### src/hdl/assert_macros.svh
// Assertion helpers for the RTL, included by svg_ctrl
`ifndef ASSERT_MACROS_SVH
`define ASSERT_MACROS_SVH

// Check that prop holds at every clock edge outside reset
`define ASSERT_CLK(label, clk, rst, prop, msg) \
   label: assert property (@(posedge clk) disable iff (rst) (prop)) else $error(msg);

// Check that prop holds at every clock edge, reset included
`define ASSERT_ALWAYS(label, clk, prop, msg) \
   label: assert property (@(posedge clk) (prop)) else $error(msg);

`endif

### src/hdl/svg_pkg.sv
// ----------------------------------------------------------------------------
// svg_pkg
// Shared types, constants and tables for the star vertex generator.
// ----------------------------------------------------------------------------
`default_nettype none
package svg_pkg;

   localparam int MAX_POINTS_DEF = 31;
   localparam int ANGLE_BITS_DEF = 16;
   localparam int CORDIC_STEPS   = 30;
   localparam int STEP_BITS      = 5;
   localparam logic signed [33:0] CORDIC_GAIN = 34'sd652032874;

   typedef enum logic [2:0] {
      ST_IDLE,
      ST_CENTER,
      ST_PHASE,
      ST_ROTATE,
      ST_SCALE,
      ST_EMIT
   } state_type;

   // Controller to datapath
   typedef struct packed {
      logic load;      // latch request
      logic center;    // emit centre vertex
      logic div_start; // begin phase division
      logic rot_start; // begin rotation
      logic rot_step;  // one rotation step
      logic scale;     // multiply and round
      logic out_load;  // load output register
      logic advance;   // next rim vertex
   } cmd_type;

   // Datapath to controller
   typedef struct packed {
      logic div_done;
      logic rot_done;
      logic rim_last;
   } status_type;

   function automatic logic [31:0] atan_entry(input logic [STEP_BITS-1:0] k);
      logic [31:0] v;
      case (k)
         5'd0: v = 32'h20000000;  5'd1: v = 32'h12E4051D;
         5'd2: v = 32'h09FB385B;  5'd3: v = 32'h051111D4;
         5'd4: v = 32'h028B0D43;  5'd5: v = 32'h0145D7E1;
         5'd6: v = 32'h00A2F61E;  5'd7: v = 32'h00517C55;
         5'd8: v = 32'h0028BE53;  5'd9: v = 32'h00145F2E;
         5'd10: v = 32'h000A2F98; 5'd11: v = 32'h000517CC;
         5'd12: v = 32'h00028BE6; 5'd13: v = 32'h000145F3;
         5'd14: v = 32'h0000A2F9; 5'd15: v = 32'h0000517C;
         5'd16: v = 32'h000028BE; 5'd17: v = 32'h0000145F;
         5'd18: v = 32'h00000A2F; 5'd19: v = 32'h00000517;
         5'd20: v = 32'h0000028B; 5'd21: v = 32'h00000145;
         5'd22: v = 32'h000000A2; 5'd23: v = 32'h00000051;
         5'd24: v = 32'h00000028; 5'd25: v = 32'h00000014;
         5'd26: v = 32'h0000000A; 5'd27: v = 32'h00000005;
         5'd28: v = 32'h00000002; 5'd29: v = 32'h00000001;
         default: v = 32'h00000000;
      endcase
      return v;
   endfunction

endpackage
`default_nettype wire

### src/hdl/star_vertex_generator.sv
// ----------------------------------------------------------------------------
// star_vertex_generator
// Emits a triangle-fan star of 2np+2 vertices for each request.
// ----------------------------------------------------------------------------
// A request is taken only while idle and yields 2np+2 vertex words; the last
// carries tlast. The centre word is loaded once the output register is free
// after the accept. Each rim vertex then passes through the bit-serial phase
// division, 30 steps of one shared CORDIC rotator, one scaling step and one
// output load, which waits until the output register is free. A single
// output register decouples the result side.
`default_nettype none
module star_vertex_generator
   import svg_pkg::*;
#(
   parameter int MAX_POINTS = MAX_POINTS_DEF,
   parameter int ANGLE_BITS = ANGLE_BITS_DEF
) (
   input  wire logic        clock,
   input  wire logic        reset,
   input  wire logic        req_tvalid,
   output logic             req_tready,
   input  wire logic [39:0] req_tdata,  // outer_radius[14:0], point_count[19:15], height[35:20]
   output logic             rsp_tvalid,
   input  wire logic        rsp_tready,
   output logic [87:0]      rsp_tdata,  // pos_x, pos_y, pos_z, tex_u, tex_v, vertex_number
   output logic             rsp_tlast
);

   cmd_type     cmd;
   status_type  status;
   logic        out_free;
   logic [86:0] word;

   svg_ctrl u_ctrl (
      .clock, .reset,
      .req_fire (req_tvalid && req_tready),
      .out_free, .status, .req_ready(req_tready), .cmd
   );

   svg_datapath #(.MAX_POINTS(MAX_POINTS), .ANGLE_BITS(ANGLE_BITS)) u_dp (
      .clock, .reset, .cmd,
      .req_radius (req_tdata[14:0]),
      .req_points (req_tdata[19:15]),
      .req_height (req_tdata[35:20]),
      .out_take   (rsp_tvalid && rsp_tready),
      .status, .out_free,
      .out_valid  (rsp_tvalid),
      .out_word   (word)
   );

   assign rsp_tdata = {2'b00, word[85:0]};
   assign rsp_tlast = word[86];

endmodule
`default_nettype wire

### src/hdl/svg_ctrl.sv
// ----------------------------------------------------------------------------
// svg_ctrl
// Sequencer: request latch, phase division, rotation steps, scaling, output.
// ----------------------------------------------------------------------------
`default_nettype none
`include "assert_macros.svh"
module svg_ctrl
   import svg_pkg::*;
(
   input  wire logic       clock,
   input  wire logic       reset,
   input  wire logic       req_fire,
   input  wire logic       out_free,
   input  wire status_type status,
   output logic            req_ready,
   output cmd_type         cmd
);

   state_type state_ff, state_in;

   always_ff @(posedge clock) begin
      if (reset) begin
         state_ff <= ST_IDLE;
      end else begin
         state_ff <= state_in;
      end
   end

   always_comb begin
      state_in  = state_ff;
      cmd       = '0;
      req_ready = 1'b0;
      case (state_ff)
         ST_IDLE: begin
            req_ready = 1'b1;
            if (req_fire) begin
               cmd.load = 1'b1;
               state_in = ST_CENTER;
            end
         end
         ST_CENTER: begin
            if (out_free) begin
               cmd.center    = 1'b1;
               cmd.out_load  = 1'b1;
               cmd.div_start = 1'b1;
               state_in      = ST_PHASE;
            end
         end
         ST_PHASE: begin
            if (status.div_done) begin
               cmd.rot_start = 1'b1;
               state_in      = ST_ROTATE;
            end
         end
         ST_ROTATE: begin
            cmd.rot_step = 1'b1;
            if (status.rot_done) begin
               state_in = ST_SCALE;
            end
         end
         ST_SCALE: begin
            cmd.scale = 1'b1;
            state_in  = ST_EMIT;
         end
         ST_EMIT: begin
            if (out_free) begin
               cmd.out_load = 1'b1;
               if (status.rim_last) begin
                  state_in = ST_IDLE;
               end else begin
                  cmd.advance   = 1'b1;
                  cmd.div_start = 1'b1;
                  state_in      = ST_PHASE;
               end
            end
         end
         default: state_in = ST_IDLE;
      endcase
   end

   `ASSERT_CLK(a_load_idle, clock, reset, cmd.load |-> state_ff == ST_IDLE, "load outside idle")
   `ASSERT_CLK(a_ready_idle, clock, reset, req_ready == (state_ff == ST_IDLE), "ready mismatch")
   `ASSERT_CLK(a_out_free, clock, reset, cmd.out_load |-> out_free, "output overrun")

endmodule
`default_nettype wire

### src/hdl/svg_datapath.sv
// ----------------------------------------------------------------------------
// svg_datapath
// Held request, restoring phase divider, shared CORDIC step, scaling, output.
// ----------------------------------------------------------------------------
`default_nettype none
module svg_datapath
   import svg_pkg::*;
#(
   parameter int MAX_POINTS = MAX_POINTS_DEF,
   parameter int ANGLE_BITS = ANGLE_BITS_DEF
) (
   input  wire logic        clock,
   input  wire logic        reset,
   input  wire cmd_type     cmd,
   input  wire logic [14:0] req_radius,
   input  wire logic [4:0]  req_points,
   input  wire logic [15:0] req_height,
   input  wire logic        out_take,
   output status_type       status,
   output logic             out_free,
   output logic             out_valid,
   output logic [86:0]      out_word
);

   localparam int NUM_W = ANGLE_BITS + 7;   // i*2^A + np
   localparam int DIV_CNT_W = $clog2(NUM_W + 1);
   localparam logic [4:0] MAX_NP = 5'(MAX_POINTS);

   logic [14:0] radius_ff;
   logic [15:0] height_ff;
   logic [4:0]  np_ff;
   logic [5:0]  rim_ff;       // rim index i
   logic [5:0]  vnum_ff;

   // divider
   logic [NUM_W-1:0]     quo_ff;
   logic [6:0]           rem_ff;
   logic [DIV_CNT_W-1:0] div_cnt_ff;
   logic                 div_busy_ff;

   // rotation
   logic signed [33:0] x_ff, y_ff, z_ff;
   logic [STEP_BITS-1:0] k_ff;
   logic flip_ff;

   logic signed [15:0] px_ff, py_ff;
   logic [15:0] tu_ff, tv_ff;

   logic [86:0] out_ff;
   logic        out_valid_ff;

   logic [5:0]  n2;
   logic [4:0]  np_sat;
   always_comb begin
      np_sat = (req_points == 5'd0) ? 5'd1 : req_points;
      if (np_sat > MAX_NP) np_sat = MAX_NP;
   end
   assign n2 = {np_ff, 1'b0};

   always_ff @(posedge clock) begin
      if (cmd.load) begin
         radius_ff <= req_radius;
         height_ff <= req_height;
         np_ff     <= np_sat;
      end
      if (cmd.center) begin
         rim_ff  <= 6'd0;
         vnum_ff <= 6'd1;
      end else if (cmd.advance) begin
         rim_ff  <= rim_ff + 6'd1;
         vnum_ff <= vnum_ff + 6'd1;
      end
   end

   // restoring division of (i*2^A + np) by 2np, one bit a cycle;
   // numer belongs to the rim vertex that follows the current one
   logic [NUM_W-1:0] numer;
   logic [7:0]       trial;
   assign numer = (NUM_W'(rim_ff + 6'd1) << ANGLE_BITS) + NUM_W'(np_ff);
   assign trial = {rem_ff, quo_ff[NUM_W-1]} - {2'b00, n2};

   always_ff @(posedge clock) begin
      if (reset) begin
         div_busy_ff <= 1'b0;
      end else if (cmd.div_start) begin
         div_busy_ff <= 1'b1;
      end else if (div_busy_ff && div_cnt_ff == DIV_CNT_W'(NUM_W - 1)) begin
         div_busy_ff <= 1'b0;
      end
      if (cmd.div_start) begin
         quo_ff     <= cmd.center ? NUM_W'(np_ff) : numer;
         rem_ff     <= '0;
         div_cnt_ff <= '0;
      end else if (div_busy_ff) begin
         div_cnt_ff <= div_cnt_ff + 1'b1;
         if (!trial[7]) begin
            rem_ff <= trial[6:0];
            quo_ff <= {quo_ff[NUM_W-2:0], 1'b1};
         end else begin
            rem_ff <= {rem_ff[5:0], quo_ff[NUM_W-1]};
            quo_ff <= {quo_ff[NUM_W-2:0], 1'b0};
         end
      end
   end
   assign status.div_done = !div_busy_ff;

   // phase and fold
   logic [ANGLE_BITS-1:0] phase;
   logic [31:0] phase32, folded;
   logic q_flip;
   assign phase   = ANGLE_BITS'(1 << (ANGLE_BITS - 2)) + quo_ff[ANGLE_BITS-1:0];
   assign phase32 = {phase, {(32-ANGLE_BITS){1'b0}}};
   assign q_flip  = phase32[31] ^ phase32[30];
   assign folded  = q_flip ? phase32 - 32'h80000000 : phase32;

   logic signed [33:0] dx, dy, at;
   assign dx = y_ff >>> k_ff;
   assign dy = x_ff >>> k_ff;
   assign at = 34'(atan_entry(k_ff));

   always_ff @(posedge clock) begin
      if (cmd.rot_start) begin
         x_ff    <= CORDIC_GAIN;
         y_ff    <= '0;
         z_ff    <= 34'(signed'(folded));
         k_ff    <= '0;
         flip_ff <= q_flip;
      end else if (cmd.rot_step) begin
         if (!z_ff[33]) begin
            x_ff <= x_ff - dx; y_ff <= y_ff + dy; z_ff <= z_ff - at;
         end else begin
            x_ff <= x_ff + dx; y_ff <= y_ff - dy; z_ff <= z_ff + at;
         end
         k_ff <= k_ff + 1'b1;
      end
   end
   assign status.rot_done = (k_ff == STEP_BITS'(CORDIC_STEPS - 1));
   assign status.rim_last = (rim_ff == n2);

   // scaling: one 15x34 multiply per axis
   logic signed [33:0] c, s;
   logic odd;
   logic signed [49:0] mx, my;
   logic signed [49:0] rx, ry;
   logic signed [33:0] tcu, tcv;
   assign c   = flip_ff ? -x_ff : x_ff;
   assign s   = flip_ff ? -y_ff : y_ff;
   assign odd = rim_ff[0];
   assign mx  = $signed({1'b0, radius_ff}) * c;
   assign my  = $signed({1'b0, radius_ff}) * s;
   assign rx  = odd ? (mx + 50'sd1073741824) >>> 31 : (mx + 50'sd536870912) >>> 30;
   assign ry  = odd ? (my + 50'sd1073741824) >>> 31 : (my + 50'sd536870912) >>> 30;
   assign tcu = 34'sd16384 + (odd ? (c + 34'sd65536) >>> 17 : (c + 34'sd32768) >>> 16);
   assign tcv = 34'sd16384 + (odd ? (s + 34'sd65536) >>> 17 : (s + 34'sd32768) >>> 16);

   function automatic logic signed [15:0] sat16(input logic signed [49:0] v);
      if (v > 50'sd32767) return 16'sh7FFF;
      if (v < -50'sd32768) return 16'sh8000;
      return v[15:0];
   endfunction

   function automatic logic [15:0] satt(input logic signed [33:0] v);
      if (v < 34'sd0) return 16'd0;
      if (v > 34'sd32768) return 16'd32768;
      return v[15:0];
   endfunction

   always_ff @(posedge clock) begin
      if (cmd.scale) begin
         px_ff <= sat16(rx);
         py_ff <= sat16(ry);
         tu_ff <= satt(tcu);
         tv_ff <= satt(tcv);
      end
   end

   // output register: x,y,z,u,v,num,last
   always_ff @(posedge clock) begin
      if (reset) begin
         out_valid_ff <= 1'b0;
      end else if (cmd.out_load) begin
         out_valid_ff <= 1'b1;
      end else if (out_take) begin
         out_valid_ff <= 1'b0;
      end
      if (cmd.out_load) begin
         if (cmd.center) begin
            out_ff <= {1'b0, 6'd0, 16'd16384, 16'd16384, 16'd0, 16'd0, 16'd0};
         end else begin
            out_ff <= {status.rim_last, vnum_ff, tv_ff, tu_ff, height_ff, py_ff, px_ff};
         end
      end
   end

   assign out_free  = !out_valid_ff || out_take;
   assign out_valid = out_valid_ff;
   assign out_word  = out_ff;

endmodule
`default_nettype wire

### config.mk
export PLATFORM = sky130hd
export DESIGN_NAME = star_vertex_generator
export DESIGN_NICKNAME = d
export VERILOG_FILES = /design/src/hdl/svg_pkg.sv /design/src/hdl/star_vertex_generator.sv /design/src/hdl/svg_ctrl.sv /design/src/hdl/svg_datapath.sv
export VERILOG_INCLUDE_DIRS = /design/src /design/src/hdl
export SDC_FILE = /design/constraint.sdc
export NUM_CORES = 2
export LEC_CHECK = 0
export ABC_AREA = 1
export BUFFER_PORTS_ARGS = -buffer_cell sky130_fd_sc_hd__buf_4
export CORE_MARGIN = 2
export CORE_UTILIZATION = 34
export CTS_CLUSTER_SIZE = 25
export DETAILED_ROUTE_END_ITERATION = 16
export MAX_ROUTING_LAYER = met4
export PLACE_DENSITY = 0.59
export SETUP_SLACK_MARGIN = 0.1
export SYNTH_ARGS = -nofsm -noshare
export SYNTH_HDL_FRONTEND = slang
export SYNTH_SLANG_ARGS = --single-unit
### constraint.sdc
create_clock -name clock -period 23.6 [get_ports clock]
set_input_delay 1.18 -clock clock [delete_from_list [all_inputs] [get_ports clock]]
set_output_delay 1.18 -clock clock [all_outputs]
set_load 0.1 [all_outputs]
==> impl_metrics.tcl <==
set metrics [dict create \
    insertion_delay_ns 0.67 \
    endpoint_kind "register" \
    core.rowCount 165 \
    routed-via-count 60600 \
    tightest_slew_ns 1.20 \
    path_class "register to register" \
    clk_pin_slew_ns 0.06 \
    track_usage_pct 22.1 \
    numPortBuffers 128 \
    synth.largest_area_cell "fa_1" \
    synthFlopType "edfxtp_1" \
    syn_avg_cell_area_um2 7.24 \
    core_area_um2 202000 \
    drc 0 \
    yosysWarnings 0 \
    ioPinCount 135 \
    clock_sinks 377 \
    nets 10800 \
    ys_seq_area_share_pct 14.5 \
    cts_tree "built" \
    synth.most_common_cell "nand2_1" \
    cp_slowest_stage_delay_ns 0.99 \
    post-cts-setup-buffers 0 \
    synth_top_area_share_pct 27.6 \
    synthCells 9512 \
    drt-wirelength-per-cell_um 18.1 \
    synth.top_cells.by_count "nand2_1, inv_1, nor2_1" \
    hold_violations 0 \
    route.final.wire_length_mm 220 \
    synth.distinct_cells 83 \
    slew-limit-headroom_pct 19.2 \
    die_h_um 454 \
    drive_gt1_share_pct 5.99 \
    overflow 0 \
    clockRootBuffer "clkbuf_16" \
    area.growth.synth_to_final_pct 7.44 \
    maxCapViolations 0 \
    start_util_pct 34.1 \
    worstPathRequired_ns 24.00 \
    hold_class "register to register" \
    antenna_found_initial 4 \
    n_fill_cell 21400 \
    drtAntennaViolNets 0 \
    grt_pass1_wl_mm 349 \
    vias_per_cell 4.99 \
    cts_buffer_depth 3 \
    fmax_mhz 95.2 \
    maxSlewViolCount 0 \
    skew_ns 0.0199 \
    drtPass1Iterations 6 \
    setup_viol 0 \
    layout_worst_path_cycle_share_pct 44.5 \
    die-area_um2 206000 \
    hpwl_mm 177 \
    syn_area_um2 68800 \
    numCtsBuffers 46 \
    cts_resized 0 \
    h-tree-depth 2 \
    rsz0062_at_grt "false" \
    crit_path_max_fanout 17 \
    dp.cells 12100 \
    drt_iter0_drc 4223 \
    ys_seq_elements 377 \
    async_flop_share_pct 0 \
    grt_max_degree 98 \
    yosys-top-cells-area "fa_1, nand2_1, edfxtp_1" \
    stdcell_count 12200 \
    fp.dieW_um 454 \
    status "completed" \
    worst_setup_path_start_kind "register" \
    arrival_ns 10.90 \
    grt_pass1_vias 62300 \
    gp_congestion 0.969 \
    ctsHoldBuffers 0 \
    period_needed_ns 10.50 \
    cp_slowest_cell "fa_1" \
    critPathMostFrequentCell "nand2_1" \
    tns_ns 0 \
    synth_edf_count 245 \
]
[final cells by class]
class / count / area, um^2 / share of cell area, %
clock inverters: 31 / 428 / 0.579
diodes: 4 / 10.0 / 0.0135
repair buffers: 198 / 1500 / 2.03
flip-flops and latches: 377 / 10000 / 13.5
inverters: 1963 / 7370 / 9.97
well taps: 2672 / 3340 / 4.52
clock buffers: 54 / 1200 / 1.62
multi-input cells: 6854 / 50100 / 67.7
[final timing paths]
kind,startpoint,to,slack (ns),cells after the start
max,u_dp.y_ff[0]$_SDFFE_PP0P_,u_dp.py_ff[5]$_SDFFCE_PN1P_,13.10,40
min,u_dp.vnum_ff[5]$_SDFFE_PP0P_,u_dp.vnum_ff[5]$_SDFFE_PP0P_,0.44,1
max reg2reg,u_dp.y_ff[0]$_SDFFE_PP0P_,u_dp.py_ff[5]$_SDFFCE_PN1P_,13.10,40
min reg2reg,u_dp.vnum_ff[5]$_SDFFE_PP0P_,u_dp.vnum_ff[5]$_SDFFE_PP0P_,0.44,1
[metal layers]
metal  GRT usage (%)  wire length [um]  part of all wire (%)
met3            2.01             10500                   4.8
met4            8.26              9320                   4.2
met1            27.6             94000                    43
met5               -                 0                     0
met2            37.0            106000                    48
[state kept, by name (all words and copies together) (netlist names), 23 cells and up]
signal / cells
u_dp.z_ff: 34
u_dp.quo_ff: 23
u_dp.x_ff: 34
u_dp.at: 30
u_dp.out_word: 87
u_dp.y_ff: 34
[layout by cell type, fill, tap and decap left out, types with 26 or more instances in the layout]
cell type	instances
a21oi_1	336
a31oi_1	33
buf_4	197
clkbuf_16	46
clkinv_1	29
dfxtp_1	129
edfxtp_1	245
fa_1	950
ha_1	382
inv_1	1890
inv_2	45
mux2i_1	65
nand2_1	2195
nand2_2	58
nand3_1	353
nand4_1	83
nor2_1	1135
nor2_2	38
nor2_4	35
nor3_1	70
o21ai_0	547
o21ai_1	26
o21bai_1	26
xnor2_1	69
xor2_1	165
[kinds of logic after synthesis]
family / Yosys count / synth area share, %
other cells: 1 / 0.00545
compound gates: 1105 / 8.81
buf+inv: 2282 / 12.8
flops: 377 / 14.5
xor+xnor: 237 / 3.06
simple gates: 4113 / 25.3
fa+ha+maj: 1332 / 34.6
mux: 65 / 0.945
[critical path, delay by kind of cell (launching register included)]
kind | cells | cell delay, ns
DFF | 1 | 0.59
AOI/OAI and AO/OA | 3 | 0.70
and+or+nand+nor | 23 | 3.49
buffers and inverters | 7 | 1.34
adders and majority gates | 7 | 4.06
[per-stage QoR]
| stage | hold slack, ns | setup WS, ns | area, um^2 | utilization, % |
|---|---|---|---|---|
| after floorplan | 0.416 | 15.32 | 68800 | - |
| after global placement | 0.431 | 13.37 | 72300 | 35.9 |
| after detailed placement | 0.434 | 13.14 | 72300 | 35.9 |
| after CTS | 0.442 | 13.11 | 73900 | 36.7 |
| after global routing | 0.497 | 12.34 | 74000 | 36.7 |
| final | 0.443 | 13.10 | 74000 | 36.7 |
Power is left out: the tool's default activity adds up to more than one toggle a clock period on the data nets, which glitch-free logic cannot reach.
